<file path="src/rtl/sfd_pkg.sv">
`default_nettype none
// ----------------------------------------------------------------------------
// sfd_pkg
// Shared types and constants of the sensor frame deframer and smoother.
// ----------------------------------------------------------------------------
package sfd_pkg;

	localparam int HIST_LEN = 11;

	localparam logic [7:0] BYTE_START = 8'h41;
	localparam logic [7:0] BYTE_END   = 8'h40;

	localparam logic [16:0] FACTOR_RESET = 17'd19661;
	localparam logic [16:0] FACTOR_ONE   = 17'd65536;

	// round(count*360*65536/4095) == floor((count*2^19 + 45) / 91)
	//   == count*5761 + floor((count*37 + 45) / 91)
	// the last quotient is (x * ceil(2^29/91)) >> 29, exact for x < 2^22
	localparam logic [12:0] ANGLE_WHOLE = 13'd5761;
	localparam logic [5:0]  ANGLE_FRAC  = 6'd37;
	localparam logic [21:0] ANGLE_BIAS  = 22'd45;
	localparam logic [22:0] ANGLE_RECIP = 23'd5899681;
	localparam int          RECIP_SHIFT = 29;

	typedef struct packed {
		logic [15:0] count;
		logic [31:0] speed_bits;
		logic [31:0] angle_bits;
	} frame_t;

endpackage : sfd_pkg
`default_nettype wire

</file>
<file path="src/rtl/sfd_if.sv">
`default_nettype none
// ----------------------------------------------------------------------------
// sfd_if
// Valid/ready channels: received bytes in, smoothed results out.
// ----------------------------------------------------------------------------
interface sfd_byte_if;
	logic       valid;
	logic       ready;
	logic [7:0] rx_byte;

	modport source (output valid, output rx_byte, input ready);
	modport sink   (input valid, input rx_byte, output ready);
endinterface : sfd_byte_if

interface sfd_result_if;
	logic               valid;
	logic               ready;
	logic        [28:0] encoder_angle_avg;
	logic signed [31:0] wind_speed_avg;
	logic signed [31:0] wind_angle_avg;
	logic        [15:0] raw_count;
	logic               float_saturated;

	modport source (output valid, output encoder_angle_avg, output wind_speed_avg,
		output wind_angle_avg, output raw_count, output float_saturated, input ready);
	modport sink   (input valid, input encoder_angle_avg, input wind_speed_avg,
		input wind_angle_avg, input raw_count, input float_saturated, output ready);
endinterface : sfd_result_if
`default_nettype wire

</file>
<file path="src/rtl/sfd_front.sv">
`default_nettype none
// ----------------------------------------------------------------------------
// sfd_front
// Sliding byte window and frame detection; pushes frame records to the queue.
// ----------------------------------------------------------------------------
module sfd_front
	import sfd_pkg::*;
(
	input  wire logic      clk,
	input  wire logic      arst_n,
	sfd_byte_if.sink       rx,
	output frame_t         push_data,
	output logic           push_valid,
	input  wire logic      push_ready
);

	logic [7:0] hist_q [HIST_LEN];
	logic       match;

	assign rx.ready  = push_ready;
	assign match     = (rx.rx_byte == BYTE_END) && (hist_q[HIST_LEN-1] == BYTE_START);
	assign push_valid = rx.valid && match;

	assign push_data.count      = {hist_q[9], hist_q[8]};
	assign push_data.speed_bits = {hist_q[7], hist_q[6], hist_q[5], hist_q[4]};
	assign push_data.angle_bits = {hist_q[3], hist_q[2], hist_q[1], hist_q[0]};

	always_ff @(posedge clk or negedge arst_n) begin
		if (!arst_n) begin
			for (int i = 0; i < HIST_LEN; i++) begin
				hist_q[i] <= 8'h00;
			end
		end else if (rx.valid && rx.ready) begin
			for (int i = HIST_LEN - 1; i > 0; i--) begin
				hist_q[i] <= hist_q[i-1];
			end
			hist_q[0] <= rx.rx_byte;
		end
	end

endmodule : sfd_front
`default_nettype wire

</file>
<file path="src/rtl/sfd_queue.sv">
`default_nettype none
// ----------------------------------------------------------------------------
// sfd_queue
// Small frame queue between the detector and the arithmetic sequencer.
// ----------------------------------------------------------------------------
module sfd_queue
	import sfd_pkg::*;
(
	input  wire logic   clk,
	input  wire logic   arst_n,
	input  wire frame_t push_data,
	input  wire logic   push_valid,
	output logic        push_ready,
	output frame_t      pop_data,
	output logic        pop_valid,
	input  wire logic   pop_ready
);

	localparam int DEPTH = 2;
	localparam int PW    = $clog2(DEPTH);

	frame_t          mem [DEPTH];
	logic [PW-1:0]   wr_ptr_q;
	logic [PW-1:0]   rd_ptr_q;
	logic [PW:0]     fill_q;
	logic            do_push;
	logic            do_pop;

	assign push_ready = (fill_q != (PW+1)'(DEPTH));
	assign pop_valid  = (fill_q != '0);
	assign pop_data   = mem[rd_ptr_q];
	assign do_push    = push_valid && push_ready;
	assign do_pop     = pop_valid && pop_ready;

	always_ff @(posedge clk) begin
		if (do_push) begin
			mem[wr_ptr_q] <= push_data;
		end
	end

	always_ff @(posedge clk or negedge arst_n) begin
		if (!arst_n) begin
			wr_ptr_q <= '0;
			rd_ptr_q <= '0;
			fill_q   <= '0;
		end else begin
			if (do_push) begin
				wr_ptr_q <= wr_ptr_q + PW'(1);
			end
			if (do_pop) begin
				rd_ptr_q <= rd_ptr_q + PW'(1);
			end
			if (do_push && !do_pop) begin
				fill_q <= fill_q + (PW+1)'(1);
			end else if (do_pop && !do_push) begin
				fill_q <= fill_q - (PW+1)'(1);
			end
		end
	end

endmodule : sfd_queue
`default_nettype wire

</file>
<file path="src/rtl/sfd_back.sv">
`default_nettype none
// ----------------------------------------------------------------------------
// sfd_back
// Frame arithmetic: angle scaling by reciprocal multiplication, float to
// Q16.16, three moving averages on one shared multiplier, registered result.
// ----------------------------------------------------------------------------
module sfd_back
	import sfd_pkg::*;
(
	input  wire logic         clk,
	input  wire logic         arst_n,
	input  wire logic [16:0]  factor,
	input  wire frame_t       pop_data,
	input  wire logic         pop_valid,
	output logic              pop_ready,
	sfd_result_if.source      res
);

	localparam logic [2:0] ST_IDLE  = 3'd0;
	localparam logic [2:0] ST_FRAC  = 3'd1;
	localparam logic [2:0] ST_SCALE = 3'd2;
	localparam logic [2:0] ST_MUL   = 3'd3;
	localparam logic [2:0] ST_ADD   = 3'd4;
	localparam logic [2:0] ST_OUT   = 3'd5;

	typedef struct packed {
		logic [31:0] value;
		logic        sat;
	} conv_t;

	function automatic conv_t to_q16(input logic [31:0] bits);
		logic        neg;
		logic [7:0]  ex;
		logic [23:0] sig;
		logic [32:0] mag;
		logic [7:0]  k;
		conv_t       r;
		begin
			neg = bits[31];
			ex  = bits[30:23];
			sig = {1'b1, bits[22:0]};
			r   = '0;
			mag = '0;
			k   = '0;
			if (ex == 8'hFF) begin
				r.sat = 1'b1;
				if (bits[22:0] != '0) begin
					r.value = 32'h0000_0000;
				end else begin
					r.value = neg ? 32'h8000_0000 : 32'h7FFF_FFFF;
				end
			end else begin
				if (ex == 8'h00) begin
					mag = '0;
				end else if (ex >= 8'd134) begin
					k = ex - 8'd134;
					if (k > 8'd8) begin
						mag = 33'h1_0000_0000;
					end else begin
						mag = {9'b0, sig} << k[3:0];
					end
				end else begin
					k = 8'd134 - ex;
					if (k >= 8'd24) begin
						mag = '0;
					end else begin
						mag = {9'b0, sig} >> k[4:0];
					end
				end
				if (neg) begin
					if (mag > 33'h0_8000_0000) begin
						r.sat   = 1'b1;
						r.value = 32'h8000_0000;
					end else begin
						r.value = (~mag[31:0]) + 32'd1;
					end
				end else begin
					if (mag > 33'h0_7FFF_FFFF) begin
						r.sat   = 1'b1;
						r.value = 32'h7FFF_FFFF;
					end else begin
						r.value = mag[31:0];
					end
				end
			end
			to_q16 = r;
		end
	endfunction

	logic [2:0]            state_q;
	logic [1:0]            lane_q;
	logic [21:0]           frac_q;
	logic [28:0]           enc_smp_q;
	logic [15:0]           count_q;
	logic [31:0]           spd_q;
	logic [31:0]           ang_q;
	logic                  sat_q;
	logic [31:0]           enc_state_q;
	logic [31:0]           spd_state_q;
	logic [31:0]           ang_state_q;
	logic signed [51:0]    prod_q;
	logic                  out_valid_q;
	logic [28:0]           out_enc_q;
	logic [31:0]           out_spd_q;
	logic [31:0]           out_ang_q;
	logic [15:0]           out_cnt_q;
	logic                  out_sat_q;

	conv_t                 spd_conv;
	conv_t                 ang_conv;
	logic [21:0]           frac_sum;
	logic [44:0]           recip_prod;
	logic [15:0]           frac_quot;
	logic [28:0]           enc_sample;
	logic [16:0]           fac_clamped;
	logic signed [33:0]    x_sel;
	logic signed [33:0]    s_sel;
	logic signed [33:0]    diff;
	logic [31:0]           s_new;
	logic                  out_load;

	assign spd_conv = to_q16(pop_data.speed_bits);
	assign ang_conv = to_q16(pop_data.angle_bits);

	assign frac_sum   = ({6'd0, count_q} * 22'(ANGLE_FRAC)) + ANGLE_BIAS;
	assign recip_prod = {23'd0, frac_q} * {22'd0, ANGLE_RECIP};
	assign frac_quot  = recip_prod[RECIP_SHIFT +: 16];
	assign enc_sample = ({13'd0, count_q} * {16'd0, ANGLE_WHOLE}) + {13'd0, frac_quot};

	assign fac_clamped = (factor > FACTOR_ONE) ? FACTOR_ONE : factor;

	always_comb begin
		case (lane_q)
			2'd0: begin
				x_sel = {5'b0, enc_smp_q};
				s_sel = {2'b0, enc_state_q};
			end
			2'd1: begin
				x_sel = {{2{spd_q[31]}}, spd_q};
				s_sel = {{2{spd_state_q[31]}}, spd_state_q};
			end
			default: begin
				x_sel = {{2{ang_q[31]}}, ang_q};
				s_sel = {{2{ang_state_q[31]}}, ang_state_q};
			end
		endcase
	end

	assign diff  = x_sel - s_sel;
	assign s_new = s_sel[31:0] + prod_q[47:16];

	assign pop_ready = (state_q == ST_IDLE);
	assign out_load  = (state_q == ST_OUT) && (!out_valid_q || res.ready);

	assign res.valid             = out_valid_q;
	assign res.encoder_angle_avg = out_enc_q;
	assign res.wind_speed_avg    = out_spd_q;
	assign res.wind_angle_avg    = out_ang_q;
	assign res.raw_count         = out_cnt_q;
	assign res.float_saturated   = out_sat_q;

	always_ff @(posedge clk) begin
		unique case (state_q)
			ST_IDLE: begin
				count_q <= pop_data.count;
				spd_q   <= spd_conv.value;
				ang_q   <= ang_conv.value;
				sat_q   <= spd_conv.sat | ang_conv.sat;
			end
			ST_FRAC: begin
				frac_q <= frac_sum;
			end
			ST_SCALE: begin
				enc_smp_q <= enc_sample;
			end
			ST_MUL: begin
				prod_q <= diff * $signed({1'b0, fac_clamped});
			end
			ST_ADD, ST_OUT: begin
			end
			default: begin
			end
		endcase
		if (out_load) begin
			out_enc_q <= enc_state_q[28:0];
			out_spd_q <= spd_state_q;
			out_ang_q <= ang_state_q;
			out_cnt_q <= count_q;
			out_sat_q <= sat_q;
		end
	end

	always_ff @(posedge clk or negedge arst_n) begin
		if (!arst_n) begin
			state_q     <= ST_IDLE;
			lane_q      <= '0;
			enc_state_q <= '0;
			spd_state_q <= '0;
			ang_state_q <= '0;
			out_valid_q <= 1'b0;
		end else begin
			if (out_load) begin
				out_valid_q <= 1'b1;
			end else if (out_valid_q && res.ready) begin
				out_valid_q <= 1'b0;
			end
			unique case (state_q)
				ST_IDLE: begin
					if (pop_valid) begin
						state_q <= ST_FRAC;
					end
				end
				ST_FRAC: begin
					state_q <= ST_SCALE;
				end
				ST_SCALE: begin
					lane_q  <= '0;
					state_q <= ST_MUL;
				end
				ST_MUL: begin
					state_q <= ST_ADD;
				end
				ST_ADD: begin
					case (lane_q)
						2'd0:    enc_state_q <= s_new;
						2'd1:    spd_state_q <= s_new;
						default: ang_state_q <= s_new;
					endcase
					if (lane_q == 2'd2) begin
						state_q <= ST_OUT;
					end else begin
						lane_q  <= lane_q + 2'd1;
						state_q <= ST_MUL;
					end
				end
				ST_OUT: begin
					if (out_load) begin
						state_q <= ST_IDLE;
					end
				end
				default: begin
					state_q <= ST_IDLE;
				end
			endcase
		end
	end

endmodule : sfd_back
`default_nettype wire

</file>
<file path="src/rtl/sensor_frame_deframer_smoother.sv">
`default_nettype none
// ----------------------------------------------------------------------------
// sensor_frame_deframer_smoother
// Deframes 12-byte sensor frames from a byte stream and smooths the values.
//
// rx: one received byte per transfer (valid/ready). Bytes are taken one per
//   cycle; ready drops only while the two-entry frame queue is full.
// result: one transfer per complete frame (0x41 ... 0x40) carrying the three
//   averages in Q16.16, the raw encoder count and a float saturation flag.
// cfg_we/cfg_wdata: smoothing factor in Q1.16, reset 19661; write while idle.
// From the closing byte to result valid, the frame is written to the queue,
//   taken from it in IDLE, the angle is scaled by reciprocal multiplication
//   in FRAC and SCALE, the three averages run on the shared multiplier in
//   MUL and ADD, and the result is registered in OUT.
// Frames queue while the back end works; it takes the next one only after OUT.
// Reset clears the byte window, the averages and all valid state.
// A stalled result holds in the output register; the back end waits there,
//   and once the queue fills the byte input stalls too.
// ----------------------------------------------------------------------------
module sensor_frame_deframer_smoother
	import sfd_pkg::*;
(
	input  wire logic         clk,
	input  wire logic         arst_n,
	sfd_byte_if.sink          rx,
	sfd_result_if.source      result,
	input  wire logic         cfg_we,
	input  wire logic [16:0]  cfg_wdata
);

	logic [16:0] factor_q;
	frame_t      push_data;
	logic        push_valid;
	logic        push_ready;
	frame_t      pop_data;
	logic        pop_valid;
	logic        pop_ready;

	always_ff @(posedge clk or negedge arst_n) begin
		if (!arst_n) begin
			factor_q <= FACTOR_RESET;
		end else if (cfg_we) begin
			factor_q <= cfg_wdata;
		end
	end

	sfd_front u_front (
		.clk        (clk),
		.arst_n     (arst_n),
		.rx         (rx),
		.push_data  (push_data),
		.push_valid (push_valid),
		.push_ready (push_ready)
	);

	sfd_queue u_queue (
		.clk        (clk),
		.arst_n     (arst_n),
		.push_data  (push_data),
		.push_valid (push_valid),
		.push_ready (push_ready),
		.pop_data   (pop_data),
		.pop_valid  (pop_valid),
		.pop_ready  (pop_ready)
	);

	sfd_back u_back (
		.clk       (clk),
		.arst_n    (arst_n),
		.factor    (factor_q),
		.pop_data  (pop_data),
		.pop_valid (pop_valid),
		.pop_ready (pop_ready),
		.res       (result)
	);

endmodule : sensor_frame_deframer_smoother
`default_nettype wire

</file>
<file path="src/flat_wrapper.sv">
// flat-port wrapper written by rule: the top's interface ports become plain ports
module sensor_frame_deframer_smoother_flat import sfd_pkg::*;
  (clk, arst_n, cfg_we, cfg_wdata, rx_valid, rx_rx_byte, rx_ready, result_valid, result_encoder_angle_avg, result_wind_speed_avg, result_wind_angle_avg, result_raw_count, result_float_saturated, result_ready);
  sfd_byte_if rx_i ();
  sfd_result_if result_i ();
  input  wire logic clk;
  input  wire logic arst_n;
  input  wire logic cfg_we;
  input  wire logic [16:0] cfg_wdata;
  input wire logic [$bits(rx_i.valid)-1:0] rx_valid;
  input wire logic [$bits(rx_i.rx_byte)-1:0] rx_rx_byte;
  output wire logic [$bits(rx_i.ready)-1:0] rx_ready;
  output wire logic [$bits(result_i.valid)-1:0] result_valid;
  output wire logic [$bits(result_i.encoder_angle_avg)-1:0] result_encoder_angle_avg;
  output wire logic [$bits(result_i.wind_speed_avg)-1:0] result_wind_speed_avg;
  output wire logic [$bits(result_i.wind_angle_avg)-1:0] result_wind_angle_avg;
  output wire logic [$bits(result_i.raw_count)-1:0] result_raw_count;
  output wire logic [$bits(result_i.float_saturated)-1:0] result_float_saturated;
  input wire logic [$bits(result_i.ready)-1:0] result_ready;
  assign rx_i.valid = rx_valid;
  assign rx_i.rx_byte = rx_rx_byte;
  assign rx_ready = rx_i.ready;
  assign result_valid = result_i.valid;
  assign result_encoder_angle_avg = result_i.encoder_angle_avg;
  assign result_wind_speed_avg = result_i.wind_speed_avg;
  assign result_wind_angle_avg = result_i.wind_angle_avg;
  assign result_raw_count = result_i.raw_count;
  assign result_float_saturated = result_i.float_saturated;
  assign result_i.ready = result_ready;
  sensor_frame_deframer_smoother u_core (.clk(clk), .arst_n(arst_n), .rx(rx_i), .result(result_i), .cfg_we(cfg_we), .cfg_wdata(cfg_wdata));
endmodule
</file>
<file path="config.mk">
export PLATFORM = sky130hd
export DESIGN_NAME = sensor_frame_deframer_smoother_flat
export DESIGN_NICKNAME = d
export VERILOG_FILES = /design/src/rtl/sfd_pkg.sv /design/src/rtl/sfd_if.sv /design/src/rtl/sfd_front.sv /design/src/rtl/sfd_queue.sv /design/src/rtl/sfd_back.sv /design/src/rtl/sensor_frame_deframer_smoother.sv /design/src/flat_wrapper.sv
export SDC_FILE = /design/constraint.sdc
export NUM_CORES = 2
export LEC_CHECK = 0
export CAP_MARGIN = 20
export CORE_MARGIN = 2
export CORE_UTILIZATION = 55
export CTS_BUF_LIST = sky130_fd_sc_hd__clkbuf_8
export CTS_CLUSTER_DIAMETER = 80
export DETAILED_ROUTE_END_ITERATION = 7
export DONT_BUFFER_PORTS = 1
export GPL_TIMING_DRIVEN = 0
export PLACE_DENSITY = 0.7
export SKIP_CTS_REPAIR_TIMING = 1
export SYNTH_ARGS = -nofsm -noshare
export SYNTH_HDL_FRONTEND = slang
export SYNTH_SLANG_ARGS = --single-unit
</file>
<file path="constraint.sdc">
create_clock -name clk -period 14.8 [get_ports clk]
set_input_delay 0.74 -clock clk [delete_from_list [all_inputs] [get_ports clk]]
set_output_delay 0.74 -clock clk [all_outputs]
set_load 0.02 [all_outputs]
</file>
==> results.sh <==
export IMPL_routed_wl_mm=191
export IMPL_synthMuxAreaShare=0.0767
export IMPL_regToRegSetupSlack_ns=0.71
export IMPL_ys_seq_area_frac=0.285
export IMPL_fin_nets=7725
export IMPL_antenna_found_initial=5
export IMPL_die_h_um=346
export IMPL_synth_edf_count=434
export IMPL_final_cell_mix="1030 x inv_1, 672 x fa_1, 628 x nand2_1"
export IMPL_core_um2=116000
export IMPL_crit_required_ns=15.30
export IMPL_ys_types=108
export IMPL_fillers=9875
export IMPL_status="finished, final reports clean"
export IMPL_synth_area_per_cell_um2=10.1
export IMPL_cpMostUsedCell="fa_1"
export IMPL_cp_start_kind="flop"
export IMPL_ioPinCount=142
export IMPL_final_util=0.594
export IMPL_worstPathMaxFanout=10
export IMPL_clock_sinks=645
export IMPL_cp_endpoint="u_core.u_back.prod_q[47]"
export IMPL_synth_top_cell_area_share=0.209
export IMPL_vias=48800
export IMPL_multi_input_area_um2=41200
export IMPL_synthArstFlopShare=0.327
export IMPL_cts_buffers=103
export IMPL_cts_tree="built"
export IMPL_grt_util_met3=0.0508
export IMPL_r2r_start="u_core.u_back.lane_q[0]"
export IMPL_relSlewSlack=0.161
export IMPL_synth_adder_area_share=0.314
export IMPL_first_iter_violations=4864
export IMPL_setup_viol=0
export IMPL_clk_pin_slew_ns=0.07
export IMPL_yosysTopAreaCell="fa_1"
export IMPL_cp_arrival_ns=14.59
export IMPL_maxCapViolCount=0
export IMPL_synthSimpleGateAreaFrac=0.112
export IMPL_drv_slew=0
export IMPL_grt_max_degree=212
export IMPL_dieArea_um2=120000
export IMPL_syn_area_um2=64300
export IMPL_critPathKind="reg2reg"
export IMPL_final_common_cell="inv_1"
export IMPL_rsz0062_at_grt="false"
export IMPL_grt_use_met2=0.511
export IMPL_synth_area_top_cells="fa_1 21%, edfxtp_1 20%, ha_1 10%"
export IMPL_clk_latency_ns=0.79
export IMPL_timing_hold_worst_class="in2async"
export IMPL_hold_violations=0
export IMPL_htreeDepth=3
export IMPL_first_pass_iters=6
export IMPL_synth_top_family_by_area="adder cells"
export IMPL_regArea_um2=18300
export IMPL_placedCellCount=7898
export IMPL_cp_slowest_cell="clkbuf_1"
export IMPL_grt_usage=0.321
export IMPL_final_setup_skew_ns=0.0604
export IMPL_vias_per_cell=6.02
export IMPL_rr_endpoint="u_core.u_back.prod_q[47]"
export IMPL_cp_slowest_stage_delay_ns=0.58
export IMPL_yosysWarnings=0
export IMPL_syn_to_final_growth_pct=7.12
export IMPL_routedWlPerCell_um=23.5
export IMPL_drive_above_1_share=0.0856
export IMPL_ys_flop_type="edfxtp_1"
export IMPL_synth_seq_cells=645
export IMPL_start_util=0.554
export IMPL_synth_nets=7586
export IMPL_setup_worst_path_start="u_core.u_back.lane_q[0]"
export IMPL_hpwl_mm=155
export IMPL_grt_pass1_wl_mm=295
export IMPL_grt_util_met1=0.445
export IMPL_cts_root_buf="clkbuf_8"
export IMPL_synthCells=6346
export IMPL_r2r_cells=44
export IMPL_drc=0
export IMPL_period_minus_slack_ns=14.09
export IMPL_grt_pass1_vias=49000
export IMPL_cts_max_path_buffers=3
export IMPL_row_count=125
export IMPL_synth_xor_xnor_area_share=0.0299
export IMPL_portBuffers=0
export IMPL_hold_ws_ns=0.0511
export IMPL_grt_overflow=0
export IMPL_gr_max_usage_layer="met2"
export IMPL_setup_tns_ns=0
export IMPL_fmax_ghz=0.0710
export IMPL_fp_dieW_um=346
export IMPL_min_period_over_period=0.952
export IMPL_antenna_left=0
export IMPL_instances_no_fill=8102
export IMPL_worst_pin_slew_ns=1.24
export IMPL_synth_compound_area_frac=0.107
export IMPL_critPathCaptureType="flop"
export IMPL_place_congestion=1.01
==> registers in the layout (all words and copies together), names as in the netlist, 2 cells and up <==
name,cells
u_core.u_queue.fill_q,2
u_core.u_back.ang_state_q,32
u_core.u_back.prod_q,32
u_core.u_back.res.wind_speed_avg,32
u_core.u_back.lane_q,2
u_core.u_back.enc_smp_q,29
u_core.u_front.hist_q,8
u_core.u_queue.mem,160
u_core.u_back.res.encoder_angle_avg,29
u_core.u_back.res.wind_angle_avg,32
u_core.u_back.enc_state_q,32
u_core.u_back.ang_q,32
u_core.u_back.frac_q,22
u_core.u_back.res.raw_count,16
u_core.factor_q,17
u_core.u_back.spd_state_q,32
u_core.u_back.spd_q,32
u_core.u_back.count_q,16
u_core.u_front.push_data,80
u_core.u_back.state_q,3
==> worst min-delay path by stage <==
stage               slack (ns)           startpoint                                 to
CTS                      -0.37               arst_n       u_core.u_front.push_data[20]
global placement          0.45               arst_n       u_core.u_front.push_data[12]
floorplan                 0.40  u_core.u_back.sat_q  u_core.u_back.res.float_saturated
global route              0.09        cfg_wdata[13]                u_core.factor_q[13]
detailed placement        0.42  u_core.u_back.sat_q  u_core.u_back.res.float_saturated
finish                    0.05               arst_n                u_core.factor_q[15]
==> metrics by stage <==
stage	cell area, um^2	worst slack (ns)
after floorplan	64300	3.62
after global placement	66200	0.355
after detailed placement	66600	0.106
after CTS	68800	0.0639
after global routing	68900	0.00451
final	68900	0.711
==> worst max-delay path: cells and delay by family, from the launching register on <==
family	cells	cell delay, ns
adders and majority gates	9	3.82
AOI/OAI and AO/OA	18	4.71
xor gates and xnor gates	2	0.94
DFF	1	0.43
buffers and inverters	9	2.50
and+or+nand+nor	6	1.39
==> synthesized netlist by cell type (21+ instances only) <==
cell type and instances:
o21bai_1 24, xnor2_1 137, o211ai_1 30, or2_2 21, edfxtp_1 434, xor2_1 76
or3_1 21, mux2i_1 135, buf_2 27, mux4_2 61, nor3_1 94, a22o_1 36
nand3_1 76, o22ai_1 21, dfrtp_1 203, a31oi_1 47, clkbuf_1 183, a21oi_1 201
a21o_1 92, fa_1 672, nor2b_1 38, nand2b_1 38, a211oi_1 23, nor4_1 22
inv_1 990, and3_1 27, ha_1 538, mux2_2 179, nor3b_1 21, o21ai_0 265
nand2_1 628, o21a_1 48, nor2_1 492, and2_1 64, a22oi_1 46
==> layer usage <==
layer	vias to the layer above	wire length, um
met5	-	44
met4	6	8230
met3	467	16200
met2	2371	87500
met1	24200	78700
li1	21700	-
==> kinds of logic (layout without fill, tap and decap cells) <==
logic type / Yosys count / after routing
mux: 387 / 387
compound gates: 1030 / 1030
other cells: 0 / 2
xor+xnor: 216 / 216
flops: 645 / 645
simple gates: 1610 / 1610
buf+inv: 1248 / 1478
fa+ha+maj: 1210 / 1210
==> layout make-up <==
type                    count  area share
multi-input cells        4453       0.598
flip-flops and latches    645       0.266
inverters                 996      0.0543
well taps                1524      0.0277
clock buffers             118      0.0236
plain buffers             252      0.0166
clock inverters            78     0.00786
repair buffers             34     0.00610
diodes                      2   0.0000726
Power is left out: the tool's default activity adds up to more than one toggle a clock period on the data nets, which glitch-free logic cannot reach.
